## src/hw/rtl/tape_machine_interpreter_defines.svh

```systemverilog
// Assertion macros shared by the tape machine interpreter RTL.
`ifndef TAPE_MACHINE_INTERPRETER_DEFINES_SVH
`define TAPE_MACHINE_INTERPRETER_DEFINES_SVH

`ifndef SYNTH
// Property that must hold at every clock edge outside reset.
`define TMI_ASSERT(name, prop, msg) \
  name: assert property (@(posedge clk_i) disable iff (!rst_ni) (prop)) \
    else $error(msg);
// Consequent must hold in the same cycle as the antecedent.
`define TMI_ASSERT_IMPL(name, ante, cons, msg) \
  name: assert property (@(posedge clk_i) disable iff (!rst_ni) (ante) |-> (cons)) \
    else $error(msg);
// Consequent must hold in the cycle after the antecedent.
`define TMI_ASSERT_NEXT(name, ante, cons, msg) \
  name: assert property (@(posedge clk_i) disable iff (!rst_ni) (ante) |=> (cons)) \
    else $error(msg);
`else
`define TMI_ASSERT(name, prop, msg)
`define TMI_ASSERT_IMPL(name, ante, cons, msg)
`define TMI_ASSERT_NEXT(name, ante, cons, msg)
`endif

`endif

```

## src/hw/rtl/tmi_pkg.sv

```systemverilog
// Types, constants and decode helpers shared by the tape machine interpreter.
package tmi_pkg;

  // Default sizes of the stores and the cell.
  localparam int unsigned PROG_DEPTH_DEF = 4096;
  localparam int unsigned TAPE_DEPTH_DEF = 4096;
  localparam int unsigned CELL_BITS_DEF  = 8;

  // Field widths of the stream items.
  localparam int unsigned OPCODE_W     = 2;
  localparam int unsigned ADDR_W       = 12;
  localparam int unsigned BYTE_W       = 8;
  localparam int unsigned STATUS_W     = 2;
  localparam int unsigned S_TDATA_W    = 24;
  localparam int unsigned S_TUSER_W    = OPCODE_W;
  localparam int unsigned OUT_FIELDS_W = STATUS_W + 1 + BYTE_W + 1 + BYTE_W;
  localparam int unsigned M_TDATA_W    = 24;

  // Item kinds carried in tuser.
  typedef enum logic [1:0] {
    OP_LOAD    = 2'd0,
    OP_STEP    = 2'd1,
    OP_RESTART = 2'd2,
    OP_NOP     = 2'd3
  } op_e;

  // Result status, also used as the sticky halt code (ST_RUN while running).
  typedef enum logic [1:0] {
    ST_DONE    = 2'd0,
    ST_RUN     = 2'd1,
    ST_END     = 2'd2,
    ST_BRACKET = 2'd3
  } status_e;

  // Program characters.
  localparam logic [7:0] CH_ZERO  = 8'h00;
  localparam logic [7:0] CH_RIGHT = 8'h3E;
  localparam logic [7:0] CH_LEFT  = 8'h3C;
  localparam logic [7:0] CH_INC   = 8'h2B;
  localparam logic [7:0] CH_DEC   = 8'h2D;
  localparam logic [7:0] CH_OUT   = 8'h2E;
  localparam logic [7:0] CH_IN    = 8'h2C;
  localparam logic [7:0] CH_OPEN  = 8'h5B;
  localparam logic [7:0] CH_CLOSE = 8'h5D;

  // Decoded class of a program byte.
  typedef enum logic [3:0] {
    CLS_ZERO,
    CLS_RIGHT,
    CLS_LEFT,
    CLS_INC,
    CLS_DEC,
    CLS_OUT,
    CLS_IN,
    CLS_OPEN,
    CLS_CLOSE,
    CLS_OTHER
  } cls_e;

  // Controller states.
  typedef enum logic [3:0] {
    S_INIT,
    S_IDLE,
    S_CLEAR,
    S_EXEC,
    S_TREAD,
    S_TLOAD,
    S_SCAN_RD,
    S_SCAN_CHK,
    S_RESP
  } state_e;

  // Commands from the controller to the datapath.
  typedef struct packed {
    logic accept;
    logic restart;
    logic clr_step;
    logic exec;
    logic halt_end;
    logic scan_start;
    logic scan_rd;
    logic scan_chk;
    logic scan_fail;
    logic tape_load;
    logic out_load;
  } cmd_t;

  // Status from the datapath to the controller.
  typedef struct packed {
    op_e  opcode;
    logic halted;
    logic pp_end;
    cls_e pcls;
    logic cell_zero;
    logic scan_fail_rd;
    logic scan_fail_chk;
    logic scan_match;
    logic clr_done;
    logic out_free;
  } sts_t;

  // Map a program byte to its command class.
  function automatic cls_e cls_of(input logic [7:0] c);
    cls_e r;
    case (c)
      CH_ZERO:  r = CLS_ZERO;
      CH_RIGHT: r = CLS_RIGHT;
      CH_LEFT:  r = CLS_LEFT;
      CH_INC:   r = CLS_INC;
      CH_DEC:   r = CLS_DEC;
      CH_OUT:   r = CLS_OUT;
      CH_IN:    r = CLS_IN;
      CH_OPEN:  r = CLS_OPEN;
      CH_CLOSE: r = CLS_CLOSE;
      default:  r = CLS_OTHER;
    endcase
    return r;
  endfunction

endpackage

```

## src/hw/rtl/tmi_ctrl.sv

```systemverilog
// Controller state machine of the tape machine interpreter.
`include "tape_machine_interpreter_defines.svh"

module tmi_ctrl (
  input  logic          clk_i,
  input  logic          rst_ni,
  input  logic          in_valid_i,
  output logic          in_ready_o,
  input  tmi_pkg::sts_t sts_i,
  output tmi_pkg::cmd_t cmd_o
);
  import tmi_pkg::*;

  state_e state_q, state_d;

  // State register; reset starts the tape clearing sweep.
  always_ff @(posedge clk_i or negedge rst_ni) begin
    if (!rst_ni) begin
      state_q <= S_INIT;
    end else begin
      state_q <= state_d;
    end
  end

  // Next state.
  always_comb begin
    state_d = state_q;
    case (state_q)
      S_INIT: begin
        if (sts_i.clr_done) state_d = S_IDLE;
      end
      S_IDLE: begin
        if (in_valid_i) begin
          case (sts_i.opcode)
            OP_RESTART: state_d = S_CLEAR;
            OP_STEP:    state_d = sts_i.halted ? S_RESP : S_EXEC;
            default:    state_d = S_RESP;
          endcase
        end
      end
      S_CLEAR: begin
        if (sts_i.clr_done) state_d = S_RESP;
      end
      S_EXEC: begin
        if (sts_i.pp_end) begin
          state_d = S_RESP;
        end else begin
          case (sts_i.pcls)
            CLS_RIGHT, CLS_LEFT: state_d = S_TREAD;
            CLS_OPEN:  state_d = sts_i.cell_zero ? S_SCAN_RD : S_RESP;
            CLS_CLOSE: state_d = sts_i.cell_zero ? S_RESP : S_SCAN_RD;
            default:   state_d = S_RESP;
          endcase
        end
      end
      S_TREAD: state_d = S_TLOAD;
      S_TLOAD: state_d = S_RESP;
      S_SCAN_RD: begin
        state_d = sts_i.scan_fail_rd ? S_RESP : S_SCAN_CHK;
      end
      S_SCAN_CHK: begin
        if (sts_i.scan_fail_chk || sts_i.scan_match) state_d = S_RESP;
        else state_d = S_SCAN_RD;
      end
      S_RESP: begin
        if (sts_i.out_free) state_d = S_IDLE;
      end
      default: state_d = S_INIT;
    endcase
  end

  // Commands to the datapath.
  always_comb begin
    cmd_o      = '0;
    in_ready_o = 1'b0;
    case (state_q)
      S_INIT: cmd_o.clr_step = 1'b1;
      S_IDLE: begin
        in_ready_o = 1'b1;
        if (in_valid_i) begin
          cmd_o.accept  = 1'b1;
          cmd_o.restart = (sts_i.opcode == OP_RESTART);
        end
      end
      S_CLEAR: cmd_o.clr_step = 1'b1;
      S_EXEC: begin
        if (sts_i.pp_end || sts_i.pcls == CLS_ZERO) begin
          cmd_o.halt_end = 1'b1;
        end else if ((sts_i.pcls == CLS_OPEN && sts_i.cell_zero) ||
                     (sts_i.pcls == CLS_CLOSE && !sts_i.cell_zero)) begin
          cmd_o.scan_start = 1'b1;
        end else begin
          cmd_o.exec = 1'b1;
        end
      end
      S_TREAD: ;
      S_TLOAD: cmd_o.tape_load = 1'b1;
      S_SCAN_RD: begin
        if (sts_i.scan_fail_rd) cmd_o.scan_fail = 1'b1;
        else cmd_o.scan_rd = 1'b1;
      end
      S_SCAN_CHK: begin
        if (sts_i.scan_fail_chk) cmd_o.scan_fail = 1'b1;
        else cmd_o.scan_chk = 1'b1;
      end
      S_RESP: cmd_o.out_load = sts_i.out_free;
      default: ;
    endcase
  end

  // At most one datapath operation per cycle.
  `TMI_ASSERT(a_one_op, $onehot0({cmd_o.accept, cmd_o.clr_step, cmd_o.exec, cmd_o.halt_end, cmd_o.scan_start, cmd_o.scan_rd, cmd_o.scan_chk, cmd_o.scan_fail, cmd_o.tape_load, cmd_o.out_load}), "more than one datapath operation")
  // A result is never written over one still waiting.
  `TMI_ASSERT_IMPL(a_no_overrun, cmd_o.out_load, sts_i.out_free, "result overrun")
  // A step taken while halted answers at once.
  `TMI_ASSERT_NEXT(a_halted_step, cmd_o.accept && sts_i.opcode == OP_STEP && sts_i.halted, state_q == S_RESP, "halted step did not answer directly")

endmodule

```

## config.mk

```make
export PLATFORM = sky130hd
export DESIGN_NAME = tmi_ctrl
export DESIGN_NICKNAME = d
export VERILOG_FILES = /design/src/hw/rtl/tmi_pkg.sv /design/src/hw/rtl/tmi_ctrl.sv
export VERILOG_INCLUDE_DIRS = /design/src /design/src/hw/rtl
export SDC_FILE = /design/constraint.sdc
export NUM_CORES = 1
export LEC_CHECK = 0
export ABC_AREA = 0
export BUFFER_PORTS_ARGS = -buffer_cell sky130_fd_sc_hd__buf_4
export CORE_AREA = 2 2 39 41
export CTS_BUF_LIST = sky130_fd_sc_hd__clkbuf_8
export CTS_CLUSTER_SIZE = 8
export DETAILED_ROUTE_END_ITERATION = 12
export DIE_AREA = 0 0 41 43
export PLACE_DENSITY = 0.77
export SLEW_MARGIN = 25
export SYNTH_ARGS = -nofsm -noshare
export SYNTH_HDL_FRONTEND = slang
export SYNTH_SLANG_ARGS = --single-unit
```

## constraint.sdc

```tcl
create_clock -name clk_i -period 2.2 [get_ports clk_i]
set_input_delay 0.22 -clock clk_i [delete_from_list [all_inputs] [get_ports clk_i]]
set_output_delay 0.22 -clock clk_i [all_outputs]
set_load 0.02 [all_outputs]
```

==> impl_metrics.py <==
metrics = {
    "floorplan": {
        "num_io_pins": 29,
        "core_region_area_um2": 1380,
        "die_area_um2": 1760,
        "die_h_um": 43,
        "row_count": 14,
        "start_util_pct": 42.4,
        "die_w_um": 41,
    },
    "sta": {
        "finalCriticalPeriod_ns": 1.94,
        "setup_viol": 0,
        "hold_ws_ns": 0.305,
        "drv_slew": 0,
        "hold_viol": 0,
        "slew-limit-headroom_pct": 65.8,
        "max_freq_ghz": 0.515,
        "max_slew.worst_pin.slew_ns": 0.511,
        "clock_skew_ns": 0.00363,
        "rsz0062_at_grt": "no",
        "finalCritPeriodShare_pct": 88.3,
        "finalSetupTns_ns": 0,
    },
    "global_route": {
        "grt_use_met3_pct": 3.14,
        "use_met1_pct": 21.2,
        "antenna_found_initial": 0,
        "grt_util_met2_pct": 35.0,
        "grt_pass1_wl_mm": 2.39,
        "gr-total-overflow": 0,
        "grt_pass1_vias": 604,
        "grt_max_degree": 16,
        "busiest_layer": "met2",
        "grt_usage_pct": 20.3,
    },
    "yosys": {
        "ys_seq_area_share_pct": 17.1,
        "syn_inst": 80,
        "yosys_warnings": 0,
        "synth_top_family_by_area": "simple AND/OR/NAND/NOR gates",
        "synth_xor_area_share_pct": 1.49,
        "synth_seq_cells": 4,
        "synth_compound_area_share_pct": 23.0,
        "synthMuxAreaShare_pct": 1.71,
        "synth_fa_ha_area_share_pct": 4.26,
        "syn_area_per_cell_um2": 7.34,
        "syn-cell-area_um2": 587,
        "ys_types": 37,
        "synth_fp_nets": 99,
        "synth-simple-area-share_pct": 41.8,
    },
    "setup_path": {
        "r2r_slack_ns": 0.39,
        "worstSetupEndpoint": "cmd_o[7]",
        "cp-end-kind": "primary output",
        "timing.rr.start": "state_q[2]",
        "crit_fanout": 15,
        "required_ns": 1.98,
        "cp.arrival_ns": 1.72,
        "r2r_end": "state_q[2]",
        "crit_start": "state_q[2]",
        "crit_path_start_kind": "flop",
        "critPathKind": "reg2out",
        "reg2reg_depth": 3,
    },
    "power_and_ir_drop": {
        "p_switching_w": 0.000279,
        "power_w": 0.000673,
        "swShare_pct": 41.4,
        "p_per_area_nw_per_um2": 802,
        "p_clk_share_pct": 23.7,
        "p_leak_nw": 0.400,
        "power.internal_w": 0.000394,
        "pwr-share-seq_pct": 22.1,
        "peakVddDrop_uv": 460,
        "comb_power_share_pct": 54.1,
    },
    "cells_and_area": {
        "largest_reg_flops": 4,
        "reg_top3": "state_q (4)",
        "fin_nets": 129,
        "largest-register": "state_q",
        "area_growth_pct": 43.1,
        "seqCellArea_um2": 100,
        "fillers": 135,
        "num_antenna_cells": 0,
        "multi_input_area_um2": 424,
        "fin_cells": 124,
        "fin_area_um2": 840,
        "drive_above_1_share_pct": 32.4,
    },
    "placement": {
        "dp_hpwl_mm": 1.22,
        "io_buffers": 28,
        "place_area_um2": 788,
        "routabilityCongestion": 0.832,
        "dp_cells": 120,
    },
    "clocking": {
        "ctsRootBufferMaster": "clkbuf_8",
        "cts_num_sinks": 4,
        "cts_resized": 0,
        "h-tree-depth": 1,
        "clock_latency_ns": 0.22,
        "cts_tree": "built",
        "numCtsBuffers": 3,
        "clk_pin_slew_ns": 0.03,
        "clock_path_buffers": 2,
    },
    "routing": {
        "wl_per_cell_um": 12.5,
        "via_count": 675,
        "drt_pass1_iterations": 4,
        "route.detailed.drc": 0,
        "drtIter0Drc": 5,
        "avgViaCountPerCell": 5.44,
        "postRouteAntennaNets": 0,
        "routed_wl_mm": 1.55,
    },
    "job": {
        "maxCapViolations": 0,
    },
    "hold_path": {
        "hold_path_class": "in2reg",
    },
    "outcome": {
        "outcome": "completed",
    },
}
==> routing by layer <==
layer  routed length [µm]  up-vias
li1                     -      351
met4                   31        0
met3                   74        2
met1                  653      303
met5                    0        -
met2                  789       19
==> area by class of cell <==
class	count	share of cell area [%]
multi-input cells	64	50.5
flip-flops and latches	4	11.9
repair buffers	30	27.1
inverters	7	3.13
well taps	16	2.38
clock buffers	3	4.92
==> logic make-up (layout without fill, tap and decap cells) <==
group           after synthesis  after routing
compound gates               18             18
xor+xnor                      1              1
fa+ha+maj                     2              2
buf+inv                      12             40
flops                         4              4
mux                           1              1
simple gates                 42             42
==> cells in the mapped netlist (all sizes together) <==
cell,instances,area (µm²)
nor3,8,40.0
inv,7,26.3
nand2,7,28.8
nor2,6,22.5
buf,5,36.3
nor2b,5,31.3
dfrtp,4,100
nor3b,4,30.0
a21oi,3,15.0
and3,3,18.8
o21ai,3,15.0
ha,2,25.0
nor4b,2,23.8
o32ai,2,17.5
or4,2,18.8
a211o,1,8.76
a221o,1,10.0
a22o,1,8.76
a32oi,1,8.76
and2,1,6.26
mux2i,1,10.0
nand3,1,5.00
nand3b,1,7.51
nor4,1,6.26
o2111ai,1,8.76
o21a,1,7.51
o221ai,1,8.76
o22a,1,8.76
o2bb2ai,1,8.76
o311ai,1,8.76
or3,1,6.26
xnor2,1,8.76
==> placed cells by master (no fill, tap or decap), types with 2 or more instances in the layout <==
| master | instances |
|---|---|
| a21oi_1 | 3 |
| and3_1 | 3 |
| buf_4 | 29 |
| clkbuf_8 | 3 |
| dfrtp_1 | 4 |
| ha_1 | 2 |
| inv_1 | 7 |
| nand2_1 | 6 |
| nor2_1 | 6 |
| nor2b_1 | 5 |
| nor3_1 | 8 |
| nor3b_1 | 4 |
| o21ai_0 | 3 |
| o32ai_1 | 2 |
==> metrics by stage <==
step | setup WS (ns) | utilization (%)
floorplan | 0.455 | -
global placement | 0.442 | 57.0
detailed placement | 0.395 | 57.0
CTS | 0.250 | 60.7
global route | 0.182 | 60.7
finish | 0.258 | 60.7
==> worst max-delay path, cell delays in order (launching register included) <==
cell     delay [ns]
dfrtp_1        0.52
or4_4          0.59
nor3b_1        0.21
buf_4          0.18
==> timing repair <==
item	4_1_cts	5_1_grt
hold buffers	1	0
endpoints found under the hold margin	4	0
buffers inserted	0	0
==> power by group through the flow <==
stage                     Sequential (W)  Combinational (W)  Clock (W)
final                           0.000149           0.000364   0.000160
after global placement          0.000148           0.000360          0
after detailed placement        0.000151           0.000362          0
after CTS                       0.000149           0.000365   0.000163
after floorplan                0.0000983           0.000309          0
after global routing            0.000156           0.000397   0.000167
==> worst min-delay path by stage <==
| stage | to | depth (start not counted) | startpoint |
|---|---|---|---|
| floorplan | state_q[0] | 0 | rst_ni |
| detailed placement | state_q[3] | 1 | rst_ni |
| global route | state_q[0] | 3 | in_valid_i |
| finish | state_q[1] | 4 | sts_i[1] |
| CTS | state_q[1] | 4 | sts_i[1] |
| global placement | state_q[3] | 1 | rst_ni |
Power figures use the tool's default switching activity.
